**config.mk**
```make
export PLATFORM = sky130hd
export DESIGN_NAME = olst_cell
export DESIGN_NICKNAME = d
export VERILOG_FILES = /design/src/rtl/olst_pkg.sv /design/src/rtl/olst_cell.sv
export SDC_FILE = /design/constraint.sdc
export NUM_CORES = 1
export LEC_CHECK = 0
export BUFFER_PORTS_ARGS = -buffer_cell sky130_fd_sc_hd__buf_4
export CAP_MARGIN = 15
export CORE_MARGIN = 1
export CORE_UTILIZATION = 46
export CTS_BUF_LIST = sky130_fd_sc_hd__clkbuf_2
export DETAILED_ROUTE_END_ITERATION = 12
export PLACE_DENSITY = 0.88
export RECOVER_POWER = 25
export SLEW_MARGIN = 20
export SYNTH_ARGS = -nofsm -noshare
export SYNTH_HDL_FRONTEND = slang
export SYNTH_SLANG_ARGS = --single-unit
```
**constraint.sdc**
```tcl
create_clock -name clk -period 3.1 [get_ports clk]
set_input_delay 0.31 -clock clk [delete_from_list [all_inputs] [get_ports clk]]
set_output_delay 0.31 -clock clk [all_outputs]
set_load 0.005 [all_outputs]
```
**src/rtl/olst_pkg.sv**
```systemverilog
`default_nettype none

package olst_pkg;

  localparam int CMD_W  = 3;
  localparam int POS_W  = 7;
  localparam int DATA_W = 32;
  localparam int STAT_W = 2;

  typedef enum logic [CMD_W-1:0] {
    CMD_APPEND = 3'd0,
    CMD_FIND   = 3'd1,
    CMD_INSERT = 3'd2,
    CMD_DELETE = 3'd3,
    CMD_READ   = 3'd4
  } cmd_t;

  localparam logic [STAT_W-1:0] ST_OK   = 2'd0;
  localparam logic [STAT_W-1:0] ST_MISS = 2'd1;
  localparam logic [STAT_W-1:0] ST_FULL = 2'd2;

  typedef enum logic [2:0] {
    OP_HOLD   = 3'd0,
    OP_ROTATE = 3'd1,
    OP_APPEND = 3'd2,
    OP_INSERT = 3'd3,
    OP_DELETE = 3'd4
  } cell_op_t;

endpackage

`default_nettype wire

```
**src/rtl/olst_cell.sv**
```systemverilog
`default_nettype none

module olst_cell
  import olst_pkg::*;
#(
  parameter int INDEX = 0,
  parameter int VW    = 32,
  parameter int MW    = 8
) (
  input  wire logic          clk,
  input  wire cell_op_t      op,
  input  wire logic [MW-1:0] mark,
  input  wire logic [VW-1:0] din,
  input  wire logic [VW-1:0] left,
  input  wire logic [VW-1:0] right,
  output logic      [VW-1:0] q
);

  localparam logic [MW-1:0] IDX = MW'(INDEX);

  logic [VW-1:0] q_next;

  always_comb begin
    q_next = q;
    case (op)
      OP_ROTATE: q_next = right;
      OP_APPEND: begin
        if (IDX == mark) q_next = din;
      end
      OP_INSERT: begin
        if (IDX == mark) q_next = din;
        else if (IDX > mark) q_next = left;
      end
      OP_DELETE: begin
        if (IDX >= mark) q_next = right;
      end
      default: q_next = q;
    endcase
  end

  always_ff @(posedge clk) begin
    q <= q_next;
  end

endmodule

`default_nettype wire

```
Word level (Yosys, flattened, before mapping):

Index checks and enable logic that the tools add are counted.

* $lt $le $gt $ge: 2
* equal/unequal tests: 7
* multiplexer cells: 5
* reductions and logical operators: 3

Operators by type and width (count)
* 32-bit two-way mux: 4
* 32-bit one-hot mux with 4 select lines: 1
* 1-bit by 8-bit >= comparator with 1-bit output (first input constant): 1
* 1-bit by 8-bit greater-than comparator with 1-bit output (first input constant): 1
* 8-bit zero test: 1
* 3-bit by 2-bit equality test with 1-bit output (second input constant): 2
* 2-bit != test (second input constant): 2
* 4-bit AND reduction: 1
* 4-bit nonzero test: 1
* 3-bit by 1-bit equality test with 1-bit output (second input constant): 1
* 3-bit equality test (second input constant): 1
* 3-bit != test (second input constant): 1

* bits in registers: 32
* output and inout port bits: 32

Logic depth before layout (Yosys ltp):

Gate-level depths: netlist of run 1.

* word-level depth: 4
* depth in mapped cells: 5
* mapped depth without buffers: 3

Worst setup path after synthesis of run 1:

Ideal clock, no wire load.

* kind: input-to-reg
* from: input port mark[0]
* to: register q[0], enable pin
* library setup time: 0.425 ns
* data arrival time: 2.378 ns
* data required time: 2.675 ns
* path slack: 0.297 ns
* cell stages on the path: 3
* buffers on the path: 0
* path through: nor4_2 > a31oi_1 > o21ai_1

* cells in the longest elaborated chain, start to end: 3
* elaborated cells on any way between the ends: 7

Ends and longest elaborated chain
* start: declaration: line olst_cell.sv:12 `input wire logic [MW-1:0] mark,`
* 1-bit by 8-bit greater-than comparator with 1-bit output, or another cell as far along: line olst_cell.sv:32 `else if (IDX > mark) q_next = left;`
* 3-bit != test (no source line) or 2-bit != test (tied branches)
* 4-bit AND reduction (no source line) (*)
* end signal: assignment: line olst_cell.sv:42 `q <= q_next;`
* end: declaration: line olst_cell.sv:16 `output logic [VW-1:0] q`

Every way passes the cells marked *; elsewhere a longest branch is shown, timed or not.
A chain may end at the register's enable or synchronous reset.

Worst setup path in the final report of run 1:

* from: input port mark[0]
* to: register q[18] (data pin)

* cells in the longest elaborated chain, start to end: 3

Ends and longest elaborated chain
* 8-bit zero test: line olst_cell.sv:31 `if (IDX == mark) q_next = din;`
* 32-bit two-way mux: line olst_cell.sv:31
* 32-bit one-hot mux with 4 select lines: line olst_cell.sv:25 `case (op)`
* named net q_next[18]: line olst_cell.sv:21 `logic [VW-1:0] q_next;`

The timed path passes the listed nets, and every way through them passes these cells.

==> results.cfg, run 1 <==
[run_status]
outcome = completed

[finish]
top_regs = q x32
regArea_um2 = 961
syn_to_final_growth_pct = 41.5
drive_above_1_share = 0.514
fillerInstances = 428
multiInputGateArea_mm2 = 0.00135
largest_register_ffs = 32
nets = 463
regMostFlops = q
layout_common_cells = 119 x buf_4, 33 x nand4_1
antennaDiodeCount = 0
layout_commonest_cell = buf_4

[yosys]
syn_area_per_cell_um2 = 10.6
ys_seq_elements = 32
synth_cell_types = 20
synth_compound_area_frac = 0.225
synth_top_family_by_area = simple AND/OR/NAND/NOR gates
synth-simple-area-share = 0.303
yosys.area_share.xor_xnor = 0
ys_seq_area_frac = 0.385
synthAdderAreaFrac = 0
synthesis.area_mm2 = 0.00249
yosysWarnings = 0
synth_nets = 344
netlist_instances = 236
synth_mux_area_frac = 0

[worst_setup_path]
cp-end-kind = flop
cp.required_ns = 3.20
path_max_fanout = 32
setup.worst_path.class = in -> reg
start_kind = primary input
arrival_ns = 1.98

[routing]
vias = 2620
dr.pass1.iters = 4
ant_nets = 0
drt-initial-drc-count = 151
drt_wl_total_um = 8230
vias_per_cell = 6.15
wire_per_inst_um = 19.3
drc = 0

[global_route]
antenna_found_initial = 0
grt_max_degree = 38
grt_pass1_vias = 2591
overflow = 0
track_usage = 0.284
grt_pass1_wl_um = 12100

[timing]
rsz0062_at_grt = no
fin_crit_ns = 1.88
tightestPinTransition_ns = 0.957
slew_violations = 0
max_slew_margin = 0.362
fmax_mhz = 532
hold_viol = 0
setup_viol = 0
fin_setup_tns_ns = 0
min_period_over_period = 0.606
final.setup.worst_slack_ns = 1.22

[clocking]
clock_path_buffers = 2
cts.reportedPaths.clkPinSlew_ns = 0.17
cts_resized = 0
cts-root-buf = clkbuf_2
htree_levels = 2
postCtsSetupBuffers = 0
tritoncts = done
postCtsHoldBufs = 0
cts_made_buffers = 5
cts_sinks = 32

[place]
place_congestion = 0.752
place.port_buffers = 139
dp_hpwl_um = 5410
pre_cts_ws_ns = 0.822

[die]
fp.coreArea_mm2 = 0.00517
ioPinCount = 140
die_y_um = 75.6
die_area_mm2 = 0.00572
dieWidth_um = 75.6
start_util = 0.482
num_rows = 26

[power_and_ir_drop]
power-per-cell-area_mw_per_mm2 = 288
cellLeakagePower_uw = 0.00145
ir_drop_mv = 0.166

[job]
max_cap_viol_count = 0

[worst_hold_path]
hp-class = in -> reg
## cell type report
| cell class | count | share of cell area |
|---|---|---|
| Multi-Input combinational cell | 171 | 0.382 |
| Timing Repair Buffer | 145 | 0.310 |
| Sequential cell | 32 | 0.272 |
| Tap cell | 70 | 0.0248 |
| Clock buffer | 7 | 0.00992 |
| Clock inverter | 1 | 0.00106 |
## Yosys cell counts
cell type  instances  area [µm²]
a21oi_1           32         160
a31oi_1            1        6.26
and3b_1            1        8.76
buf_12             3        60.1
buf_2             11        55.1
buf_6              4        45.0
clkbuf_1          15        56.3
edfxtp_1          32         961
nand2b_1           1        6.26
nand3_1           32         160
nand4_1           33         206
nor2_1             1        3.75
nor2b_1            1        6.26
nor4_2             2        25.0
nor4bb_1          32         320
o211ai_1           2        15.0
o211ai_2          30         375
o21ai_1            1        5.00
or4_1              1        7.51
or4_4              1        11.3
## report_power, final
part	leakage, µW	switching (µW)	internal [µW]
clock network	0.0000306	145	60.5
registers	0.000288	6.41	506
logic	0.00113	137	161
total	0.00145	288	727
## worst max-delay path, stage by stage
cell	delay, ns
buf_4	0.12
or4_2	1.13
o211ai_2	0.29
nand3_1	0.12
## logic make-up after synthesis
family	Yosys count
and+or+nand+nor	105
AOI/OAI and AO/OA	66
DFF	32
buffers and inverters	33
## final timing paths
path | start | to | slack, ns | cells past startpoint
setup / recovery | mark[0] | q[18] | 1.22 | 4
hold / removal | right[5] | q[5] | 0.23 | 3
## metrics by stage
step / instance area [µm²] / total power [µW] / std cells / hold WS (ns) / utilization
floorplan: 2490 / 644 / 236 / 0.523 / -
global placement: 3510 / 814 / 418 / 0.610 / 0.679
detailed placement: 3510 / 821 / 418 / 0.612 / 0.679
CTS: 3550 / 1020 / 426 / 0.205 / 0.686
global route: 3530 / 1060 / 426 / 0.196 / 0.683
finish: 3530 / 1020 / 426 / 0.231 / 0.683
## routing by layer
| metal | share of wire | track usage | wire, µm |
|---|---|---|---|
| met2 | 0.53 | 0.495 | 4350 |
| met1 | 0.38 | 0.339 | 3090 |
| met4 | 0.023 | 0.119 | 192 |
| met3 | 0.072 | 0.0622 | 596 |
| met5 | 0 | 0 | 0 |
Note: power is estimated with default switching activity, not from simulation.
==> run 2, diff against run 1 <==
ABC_AREA = 1   (was unset)
CORE_UTILIZATION = 40   (was 46)
PLACE_DENSITY = 0.84   (was 0.88)
clock period = 1.6 ns   (was 3.1 ns; I/O delays follow)
==> results.cfg, run 2 <==
[yosys]
netlist_instances = 290
synth_commonest_cells = 64 x nand2_1, 36 x nor2_1, 33 x inv_1
synth_area_leader_cell = edfxtp_1
syn_area_per_cell_um2 = 7.56
async_reset_ff_frac = 0
synth_most_common_cell = nand2_1
synth_area_leaders = edfxtp_1 44%, nand2_1 11%, o21bai_1 11%, a21oi_1 7.3%, nand3_1 7.3%
synth_ff_type = edfxtp_1
yosysWarnings = 0
synth_cell_types = 18
synthesis.area_mm2 = 0.00219
synth_top_area_share = 0.438
synth_edf_count = 32
synth_nets = 398
ys_seq_elements = 32
ys_seq_area_frac = 0.438

[worst_setup_path]
cp.required_ns = 1.62
cp_slowest_cell = clkbuf_2
path_cells = buf_4, nor2_1, nand2_2, nor2_4, o21ai_0, o31ai_4, clkbuf_2
startpoint = mark[1]
cp-end-kind = flop
path_max_fanout = 17
slowest_delay_ns = 0.43
start_kind = primary input
arrival_ns = 1.27
setup.worst_path.class = in -> reg

[global_route]
gr-usage-met2 = 0.438
grt_pass1_wl_um = 11200
grt_max_degree = 33
overflow = 0
grtUsageMet3 = 0.0659
antenna_found_initial = 0
grt_pass1_vias = 2453
grt_util_met1 = 0.276
grt_busiest_layer = met2
track_usage = 0.244

[die]
die_area_mm2 = 0.00578
die_y_um = 76.1
num_rows = 26
fp.coreArea_mm2 = 0.00520
dieWidth_um = 76.1
start_util = 0.421
ioPinCount = 140

[clocking]
postCtsSetupBuffers = 0
postCtsHoldBufs = 0
cts.reportedPaths.clkPinSlew_ns = 0.16
htree_levels = 2
cts_resized = 0
cts-root-buf = clkbuf_2
clock_path_buffers = 2
tritoncts = done
cts_made_buffers = 5
cts_sinks = 32

[timing]
min_period_over_period = 0.781
hold_viol = 0
fmax_mhz = 800
final.setup.worst_slack_ns = 0.350
fin_setup_tns_ns = 0
tightestPinTransition_ns = 0.461
rsz0062_at_grt = no
slew_violations = 0
setup_viol = 0
max_slew_margin = 0.692
fin_crit_ns = 1.25

[routing]
drt-initial-drc-count = 136
vias = 2515
wire_per_inst_um = 13.8
drc = 0
drt_wl_total_um = 6900
vias_per_cell = 5.04
ant_nets = 0
dr.pass1.iters = 5

[place]
dpl.cell_count = 492
place.port_buffers = 139
pre_cts_ws_ns = 0.178
place_congestion = 0.782
dp_hpwl_um = 5040

[finish]
drive_above_1_share = 0.382
largest_register_ffs = 32
regMostFlops = q
layout_common_cells = 147 x buf_4, 64 x nand2_1, 36 x nor2_1
layout_commonest_cell = buf_4
nets = 537
top_regs = q x32
final_cells = 499
antennaDiodeCount = 0
syn_to_final_growth_pct = 52.4

[power_and_ir_drop]
ir_drop_mv = 0.299
p_total_uw = 1870
power-per-cell-area_mw_per_mm2 = 558
cellLeakagePower_uw = 0.00157

[job]
max_cap_viol_count = 0

[worst_hold_path]
hold_start = right[16]
hp-class = in -> reg

[run_status]
outcome = completed
## run 2: final cells by class
class	count	area (µm²)
timing repair buffer	150	1120
fill	511	1860
sequential	32	961
inverter	35	131
clock buffer	5	25.0
tap	70	87.6
multi-input combinational	205	1010
clock inverter	2	7.51
## run 2: path summary, 6_finish.rpt
path  endpoint  slack [ns]  cells after the start
min      q[16]        0.06                      3
max      q[21]        0.35                      7
## run 2: logic make-up (layout without fill, tap and decap cells)
| group | after synthesis | count (layout) | share of synthesized area |
|---|---|---|---|
| AND/OR/NAND/NOR | 139 | 139 | 0.266 |
| flip-flops | 32 | 32 | 0.438 |
| buffers and inverters | 53 | 192 | 0.108 |
| AO/OA/AOI/OAI | 66 | 66 | 0.188 |
## run 2: metrics by stage
step / area (µm²) / hold WS [ns] / utilization
5_1_grt: 3340 / 0.0261 / 0.642
3_3_place_gp: 3330 / 0.442 / 0.639
2_1_floorplan: 2210 / 0.354 / -
6_report: 3340 / 0.0563 / 0.642
4_1_cts: 3360 / 0.0431 / 0.646
3_5_place_dp: 3330 / 0.444 / 0.639
## run 2: worst max-delay path: cells and delay by family
family	cells	cell delay (ns)
buf+inv	2	0.54
simple gates	3	0.33
compound gates	2	0.23
## run 2: power by group
| part | total (µW) | internal (µW) | switching [µW] | leakage [µW] |
|---|---|---|---|---|
| combinational | 509 | 300 | 210 | 0.00126 |
| clock | 363 | 90.0 | 273 | 0.0000239 |
| sequential | 993 | 980 | 12.7 | 0.000288 |
## run 2: per-layer routing
layer,wire length (µm),vias up
met4,156,0
met2,3610,131
met5,0,-
met3,626,15
met1,2500,1144
li1,-,1225
